## config.mk

```make
export PLATFORM = sky130hd
export DESIGN_NAME = feistel_block_cipher_32
export DESIGN_NICKNAME = d
export VERILOG_FILES = /design/src/hw/rtl/fbc_pkg.sv /design/src/hw/rtl/feistel_block_cipher_32.sv /design/src/hw/rtl/fbc_cell.sv
export SDC_FILE = /design/constraint.sdc
export NUM_CORES = 1
export LEC_CHECK = 0
export BUFFER_PORTS_ARGS = -buffer_cell sky130_fd_sc_hd__buf_2
export CORE_MARGIN = 2
export CORE_UTILIZATION = 35
export CTS_BUF_LIST = sky130_fd_sc_hd__clkbuf_4
export DETAILED_ROUTE_END_ITERATION = 8
export GPL_TIMING_DRIVEN = 1
export HOLD_SLACK_MARGIN = 0.03
export PLACE_DENSITY = 0.59
export SLEW_MARGIN = 20
export SYNTH_ARGS = -nofsm -noshare
export SYNTH_HDL_FRONTEND = slang
export SYNTH_SLANG_ARGS = --single-unit
```

## constraint.sdc

```tcl
create_clock -name clk -period 8.2 [get_ports clk]
set_input_delay 0.82 -clock clk [delete_from_list [all_inputs] [get_ports clk]]
set_output_delay 0.82 -clock clk [all_outputs]
set_load 0.01 [all_outputs]
```

## src/hw/rtl/fbc_pkg.sv

```systemverilog
`default_nettype none

package fbc_pkg;

  // Number of Feistel rounds, one cell each
  localparam int ROUND_COUNT = 4;

  localparam int HALF_W    = 16;
  localparam int WORD_W    = 32;
  localparam int KEY_COUNT = 4;
  localparam int KEY_IDX_W = 2;

  // Key register reset values
  localparam logic [HALF_W-1:0] KEY_FIRST_RST  = 16'h0F0F;
  localparam logic [HALF_W-1:0] KEY_SECOND_RST = 16'hAAAA;
  localparam logic [HALF_W-1:0] KEY_THIRD_RST  = 16'h1357;
  localparam logic [HALF_W-1:0] KEY_FOURTH_RST = 16'hBEEF;

  // Configuration register indexes
  typedef enum logic [KEY_IDX_W-1:0] {
    REG_KEY_FIRST  = 2'd0,
    REG_KEY_SECOND = 2'd1,
    REG_KEY_THIRD  = 2'd2,
    REG_KEY_FOURTH = 2'd3
  } reg_index_t;

  // Operation select
  localparam logic FUNC_ENCRYPT = 1'b0;
  localparam logic FUNC_DECRYPT = 1'b1;

  // Data carried from cell to cell
  typedef struct packed {
    logic              func;
    logic [HALF_W-1:0] left;
    logic [HALF_W-1:0] right;
    logic [WORD_W-1:0] pad;
  } stage_t;

  // G(r,k) = ((r ^ k) + ((r << 3) | (r >> 2))) mod 2^16
  function automatic logic [HALF_W-1:0] round_fn(input logic [HALF_W-1:0] r,
                                                 input logic [HALF_W-1:0] k);
    logic [HALF_W-1:0] mix;
    mix = {r[HALF_W-4:0], 3'b000} | {2'b00, r[HALF_W-1:2]};
    return (r ^ k) + mix;
  endfunction

endpackage

`default_nettype wire

```

## src/hw/rtl/feistel_block_cipher_32.sv

```systemverilog
`default_nettype none

// 32-bit Feistel block cipher with a per-block pad word. Each transfer on the
// input carries func (0 encrypt, 1 decrypt), data_word and pad_word and yields
// exactly one result_word, in order. Encrypt XORs the pad first and then runs
// the rounds with keys first..fourth; decrypt runs the inverse rounds with the
// keys reversed and XORs the pad last. The rounds form a chain of ROUND_COUNT
// cells, one register each, followed by an output register: a new block is
// taken every cycle while the output side does not stall, and its result_word
// passes through every cell register and then the output register. The four
// 16-bit round keys are written on the cfg port (index 0..3) and should only
// change while no block is in flight.

module feistel_block_cipher_32
  import fbc_pkg::*;
(
  input  logic                 clk,
  input  logic                 rst,
  // configuration
  input  logic                 cfg_valid,
  output logic                 cfg_ready,
  input  logic [KEY_IDX_W-1:0] cfg_index,
  input  logic [HALF_W-1:0]    cfg_data,
  // input items
  input  logic                 in_valid,
  output logic                 in_ready,
  input  logic                 func,
  input  logic [WORD_W-1:0]    data_word,
  input  logic [WORD_W-1:0]    pad_word,
  // results
  output logic                 out_valid,
  input  logic                 out_ready,
  output logic [WORD_W-1:0]    result_word
);

  logic [HALF_W-1:0] keys [KEY_COUNT];

  logic   chain_valid [ROUND_COUNT+1];
  logic   chain_ready [ROUND_COUNT+1];
  stage_t chain_stage [ROUND_COUNT+1];

  stage_t entry_stage;
  logic   res_valid;
  logic   last_ready;
  stage_t last;

  // Key registers
  assign cfg_ready = 1'b1;

  always_ff @(posedge clk) begin
    if (rst) begin
      keys[0] <= KEY_FIRST_RST;
      keys[1] <= KEY_SECOND_RST;
      keys[2] <= KEY_THIRD_RST;
      keys[3] <= KEY_FOURTH_RST;
    end else if (cfg_valid && cfg_ready) begin
      unique case (reg_index_t'(cfg_index))
        REG_KEY_FIRST:  keys[0] <= cfg_data;
        REG_KEY_SECOND: keys[1] <= cfg_data;
        REG_KEY_THIRD:  keys[2] <= cfg_data;
        REG_KEY_FOURTH: keys[3] <= cfg_data;
        default: ;
      endcase
    end
  end

  // Chain entry: encrypt whitens with the pad before the rounds
  always_comb begin
    entry_stage.func  = func;
    entry_stage.pad   = pad_word;
    entry_stage.left  = data_word[WORD_W-1:HALF_W];
    entry_stage.right = data_word[HALF_W-1:0];
    if (func == FUNC_ENCRYPT) begin
      entry_stage.left  = data_word[WORD_W-1:HALF_W] ^ pad_word[WORD_W-1:HALF_W];
      entry_stage.right = data_word[HALF_W-1:0] ^ pad_word[HALF_W-1:0];
    end
  end

  assign chain_valid[0] = in_valid;
  assign chain_stage[0] = entry_stage;
  assign in_ready       = chain_ready[0];

  // Round cells
  for (genvar c = 0; c < ROUND_COUNT; c++) begin : g_round
    localparam int EncIdx = c % KEY_COUNT;
    localparam int DecIdx = (ROUND_COUNT - 1 - c) % KEY_COUNT;

    fbc_cell u_cell (
      .clk      (clk),
      .rst      (rst),
      .up_valid (chain_valid[c]),
      .up_ready (chain_ready[c]),
      .up_stage (chain_stage[c]),
      .key_enc  (keys[KEY_IDX_W'(EncIdx)]),
      .key_dec  (keys[KEY_IDX_W'(DecIdx)]),
      .dn_valid (chain_valid[c+1]),
      .dn_ready (chain_ready[c+1]),
      .dn_stage (chain_stage[c+1])
    );
  end

  // Output register: decrypt XORs the pad after the rounds
  assign last       = chain_stage[ROUND_COUNT];
  assign last_ready = !res_valid || out_ready;
  assign chain_ready[ROUND_COUNT] = last_ready;

  always_ff @(posedge clk) begin
    if (rst) begin
      res_valid <= 1'b0;
    end else if (last_ready) begin
      res_valid <= chain_valid[ROUND_COUNT];
    end
  end

  always_ff @(posedge clk) begin
    if (chain_valid[ROUND_COUNT] && last_ready) begin
      if (last.func == FUNC_DECRYPT) begin
        result_word <= {last.left, last.right} ^ last.pad;
      end else begin
        result_word <= {last.left, last.right};
      end
    end
  end

  assign out_valid = res_valid;

endmodule

`default_nettype wire

```

## src/hw/rtl/fbc_cell.sv

```systemverilog
`default_nettype none

module fbc_cell
  import fbc_pkg::*;
(
  input  logic              clk,
  input  logic              rst,
  input  logic              up_valid,
  output logic              up_ready,
  input  stage_t            up_stage,
  input  logic [HALF_W-1:0] key_enc,
  input  logic [HALF_W-1:0] key_dec,
  output logic              dn_valid,
  input  logic              dn_ready,
  output stage_t            dn_stage
);

  logic              valid;
  stage_t            stage;
  stage_t            stage_next;
  logic [HALF_W-1:0] g_in;
  logic [HALF_W-1:0] g_key;
  logic [HALF_W-1:0] g_out;

  // One round; decrypt runs the inverse round
  always_comb begin
    stage_next = up_stage;
    g_in       = (up_stage.func == FUNC_DECRYPT) ? up_stage.left : up_stage.right;
    g_key      = (up_stage.func == FUNC_DECRYPT) ? key_dec : key_enc;
    g_out      = round_fn(g_in, g_key);
    if (up_stage.func == FUNC_DECRYPT) begin
      stage_next.left  = up_stage.right ^ g_out;
      stage_next.right = up_stage.left;
    end else begin
      stage_next.left  = up_stage.right;
      stage_next.right = up_stage.left ^ g_out;
    end
  end

  assign up_ready = !valid || dn_ready;

  // Control
  always_ff @(posedge clk) begin
    if (rst) begin
      valid <= 1'b0;
    end else if (up_ready) begin
      valid <= up_valid;
    end
  end

  // Payload
  always_ff @(posedge clk) begin
    if (up_valid && up_ready) begin
      stage <= stage_next;
    end
  end

  assign dn_valid = valid;
  assign dn_stage = stage;

endmodule

`default_nettype wire

```

======== Word level (Yosys, flattened, before mapping) ========
Memories as Yosys holds them, arrays and structs flattened.
Cells that the tools add are included.
W data, S select, Z words.
storage, ports and cells
  memories kept ........................... 1
  bits of input ports ..................... 88
  bits in registers ....................... 297
  memory bits (writable) .................. 64
  word-level logic and storage cells ...... 105
  output and inout port bits .............. 35
memory list
  name  depth  bits a word  rd ports  clocked after Yosys merged registers in  wr ports  line                           source
  keys  4      16           4         0                                        4         feistel_block_cipher_32.sv:36  logic [HALF_W-1:0] keys [KEY_COUNT];
operators by class
  eq/ne operators ......................... 3
  bitwise operators ....................... 23
  reduce and logical (&&, ||, !) cells .... 16
  multiplexer cells ....................... 36
  add/sub/neg operators ................... 4
operator list
  cell                  number
  $xor A16 B16 Y16      14
  $mux W16              12
  $mux W32              6
  $add A16 B16 Y16      4
  $or A16 B14 Y16       4
  $xor A32 B32 Y32      1
  $mux W1               18
  $logic_and A1 B1 Y1   5
  $logic_not A1 Y1      5
  $logic_or A1 B1 Y1    5
  $eq A2 B2 Y1 const B  2
  $or A1 B1 Y1          4
  $eq A2 B1 Y1 const B  1
  $logic_not A2 Y1      1

======== Depth between registers and ports, before layout ========
  depth in word-level cells ............... 7
  depth in mapped cells ................... 16
  mapped depth without buffers ............ 14

======== Hierarchy ========
A second synthesis with hierarchy kept.
unflattened totals
  cell total of the unflattened synthesis .. 1840
  area, all modules ....................... 20875.0 µm²
modules (own cells, without submodules)
  module                            area each (µm²)  cells an instance  sequential area each (µm²)  instances
  fbc_cell (g_round[2].u_cell ...)  4078.9           375                1971.9                      2
  fbc_cell (g_round[1].u_cell)      4376.7           414                1971.9                      1
  feistel_block_cipher_32           4361.7           327                2902.8                      1
  fbc_cell (g_round[0].u_cell)      3978.8           349                1971.9                      1

======== Least setup slack after synthesis ========
Ideal clock, no wire load.
  path type ............................... input -> register
  start ................................... input port out_ready
  end ..................................... register g_round[1].u_cell.stage (netlist bit g_round[1].u_cell.dn_stage[0]) (enable)
  data required time ...................... 7613 ps
  setup slack ............................. 1669 ps
  buffers on the path ..................... 1
  data arrival time ....................... 5944 ps
  cell stages on the path ................. 4
  library setup time ...................... 587 ps
  cell sequence ........................... nor2b_1 > and3_1 > clkbuf_1 > a21boi_0
between the ends
  cells in the longest elaborated chain, start to end .. 5
RTL lines
  element                          line                            source
  start: declaration               feistel_block_cipher_32.sv:32   input logic out_ready,
  $logic_or A1 B1 Y1               feistel_block_cipher_32.sv:104  assign last_ready = !res_valid || out_ready;
  $logic_or A1 B1 Y1 (3 in a row)  fbc_cell.sv:40                  assign up_ready = !valid || dn_ready;
  $logic_and A1 B1 Y1              fbc_cell.sv:53                  if (up_valid && up_ready) begin
  end signal: assignment           fbc_cell.sv:54                  stage <= stage_next;
  end: declaration                 fbc_cell.sv:19                  stage_t stage;
No other way between the ends.
A chain may end at the register's enable or synchronous reset.

==> results by group <==
Job
  – Maxcap violations: 0

Worst setup path
  – Cell Chain, Critical Path: buf_4, mux2i_1, inv_1, ha_1, inv_1, fa_1, nand2b_1, a21oi_1, o31ai_1, a31oi_1, mux2i_1, o21ai_0, xnor2_1
  – Crit path launch type: flip-flop
  – WS Path Type: reg2reg
  – Delay-heaviest family, CP: compound AO/OA/AOI/OAI gates
  – Biggest fanout along the worst timing path: 71
  – WP data required: 8790 ps
  – Critical Path AT: 4880 ps
  – Slowest stage delay, CP: 680 ps
  – Critical path capture point type: flip-flop
  – WP buf/inv: 3
  – CP max-delay cell: a31oi_1

GRT
  – Tot GR Track Use: 18.9%
  – Met2 usage: 30.0%
  – Top Usage Layer GRT: met2
  – Largest net degree at the start of global routing: 83
  – Grt met3 use: 3.99%
  – First-pass GRT wire length: 79.3 mm
  – Met1 usage: 25.1%
  – Antenna violations before repair: 3
  – Vias in the first global route: 12.7k
  – Total gr overflow: 0

Pwr
  – Comb power frac: 34.0%
  – Max VDD drop: 97.4 uV
  – Sw Share: 35.2%
  – Clock power frac: 24.6%
  – Static Leak: 8.27 nW
  – Net Sw Power: 2.11 mW
  – Cell-internal power: 3.90 mW
  – Seq pwr share: 41.5%
  – PD cells: 270 mW/mm^2

Floorplanning
  – IO Pins: 123
  – Die Area: 0.0580 sq mm
  – Die Y: 241 um
  – Row cnt: 86
  – Core ar.: 0.0553 sq mm
  – Starting density of the core: 35.5%
  – Die width: 241 um

Synthesis
  – Count of cell types in the netlist: 66
  – Primary FF master, synth: edfxtp_1
  – Post-synth EDFFs: 356
  – Syn nets: 1817
  – Post-synthesis cell count: 1665
  – Yosys warns: 0
  – Register area share after synthesis: 55.0%
  – Number of synthesized register bits: 361
  – Synthesized area: 0.0196 sq mm
  – Synth async-reset ratio: 0%
  – Syn Area/Cell: 11.8 sq um

Timing
  – Final Setup Violations: 0
  – Hold Vio Cnt, Final: 0
  – Unrepaired setup endpoints after global routing: false
  – Minimum hold slack: 218 ps
  – Measured slew at the worst slew-check pin: 1060 ps
  – Final TNS setup: 0 ps
  – Final Skew: 59.3 ps
  – Minimum clock period after layout: 4300 ps
  – Worst rel slew slack: 29.6%
  – Tcrit/Tclk final: 52.4%
  – Fmax: 0.233 GHz
  – Max Transition Viols Final: 0

Clock tree
  – Skew-Pair Late Insertion Delay: 840 ps
  – Maximum root-to-sink buffer count: 3
  – Post-CTS Setup Inserts: 0
  – Htree depth: 3
  – Clock transition at path regs: 70 ps
  – Number of CTS-inserted buffers: 94
  – Clock sink total: 361
  – CTS Hold Bufs: 0
  – Root Buffer: clkbuf_4
  – Post-CTS Resized: 0
  – CTS tree: done

Detailed routing
  – DRC violation count after routing: 0
  – Total number of vias: 13.2k
  – Routed Antenna Nets: 0
  – Via density: 4.97
  – Initial DRC count: 1140
  – Wire length per cell: 20.4 um
  – WL final: 54.3 mm
  – Drt first pass iters: 5

Cells and area
  – Final #Nets: 1994
  – Post-route cell area: 0.0222 sq mm
  – Non-filler instance count after layout: 2660
  – Proportion of layout cells with a drive suffix above 1: 16.2%
  – Filler cell count: 5386
  – Layout area overhead: 13.4%
  – Most frequent cells in the layout: edfxtp_1, xnor2_1, nand2_1
  – Commonest non-fill, non-tap cell in the layout: edfxtp_1

Placement
  – Global placement routability congestion: 0.932
  – Hpwl dp: 41.4 mm
  – Inst Count DP: 2494
  – I/O Buffers: 121
  – DP Area: 0.0211 sq mm

Min path
  – Hold WC Path Type: in2reg

Run status
  – Status: finished, final reports clean
==> cells by family after synthesis <==
logic type | synth area share (%)
and+or+nand+nor | 11.0
DFF | 55.0
xor gates and xnor gates | 16.0
AOI/OAI and AO/OA | 8.27
buffers and inverters | 2.05
muxes | 3.47
adders and majority gates | 4.23
other | 0.0191
==> sequential cells by signal, summed over array words and instances, names as in the netlist <==
register / flops
g_round.u_cell.dn_stage: 260
g_round.u_cell.dn_valid: 4
keys: 64
out_valid: 1
result_word: 32
==> synthesized netlist by cell type, drive strengths merged, types with 4 or more instances <==
library cell,n,area [sq um]
nor4,8,50.1
nor3,33,165
a21boi,6,45.0
buf,14,67.6
o32a,6,60.1
fa,4,80.1
o21ai,81,405
ha,60,751
o21bai,10,75.1
nand2b,57,357
inv,48,180
xnor2,229,2010
a21o,14,105
dfxtp,5,100
or2,16,100
edfxtp,356,10700
or3,6,37.5
a21oi,86,430
mux2i,68,681
nor2,82,308
a211oi,10,90.1
nand3,15,75.1
and2,22,138
clkbuf,41,154
a211o,4,35.0
and3,7,43.8
o21a,13,97.6
nor2b,13,81.3
nand2,183,687
xor2,118,1030
==> power by group through the flow <==
| stage | registers [mW] | clock network, mW | logic (mW) |
|---|---|---|---|
| floorplan | 2.43 | 0 | 1.56 |
| global placement | 2.53 | 0 | 1.99 |
| detailed placement | 2.53 | 0 | 2.03 |
| CTS | 2.49 | 1.53 | 2.04 |
| global route | 2.50 | 1.61 | 2.26 |
| finish | 2.49 | 1.48 | 2.04 |
==> metal layers <==
layer  wire length (um)  vias to the layer above
met5                  0                        -
met4               1990                        0
met3               3290                       91
met2              25200                      486
met1              23900                     6332
li1                   -                     6305
==> metrics by stage <==
step / worst slack, ps / utilization [%] / power (mW)
2_1_floorplan: 1670 / - / 3.99
3_3_place_gp: 3270 / 38.1 / 4.52
3_5_place_dp: 3170 / 38.2 / 4.56
4_1_cts: 3960 / 40.2 / 6.06
5_1_grt: 3590 / 40.2 / 6.37
6_report: 3900 / 40.2 / 6.01
==> area by class of cell <==
class | instances | area, sq um | area share [%]
Antenna cell | 2 | 5.00 | 0.0225
Clock buffer | 126 | 946 | 4.25
Clock inverter | 38 | 175 | 0.787
Inverter | 48 | 180 | 0.810
Multi-Input combinational cell | 1201 | 8480 | 38.1
Sequential cell | 361 | 10800 | 48.5
Tap cell | 748 | 936 | 4.21
Timing Repair Buffer | 136 | 738 | 3.32
==> path summary, 6_finish.rpt <==
path	from	endpoint	slack (ps)	cells past startpoint
max	g_round[0].u_cell.dn_stage[64]	g_round[1].u_cell.dn_stage[62]	3900	13
min	pad_word[26]	g_round[0].u_cell.dn_stage[26]	220	1
min reg2reg	g_round[1].u_cell.dn_stage[2]	g_round[2].u_cell.dn_stage[2]	380	0
max reg2reg	g_round[0].u_cell.dn_stage[64]	g_round[1].u_cell.dn_stage[62]	3900	13
(Power assumes the default switching activity.)
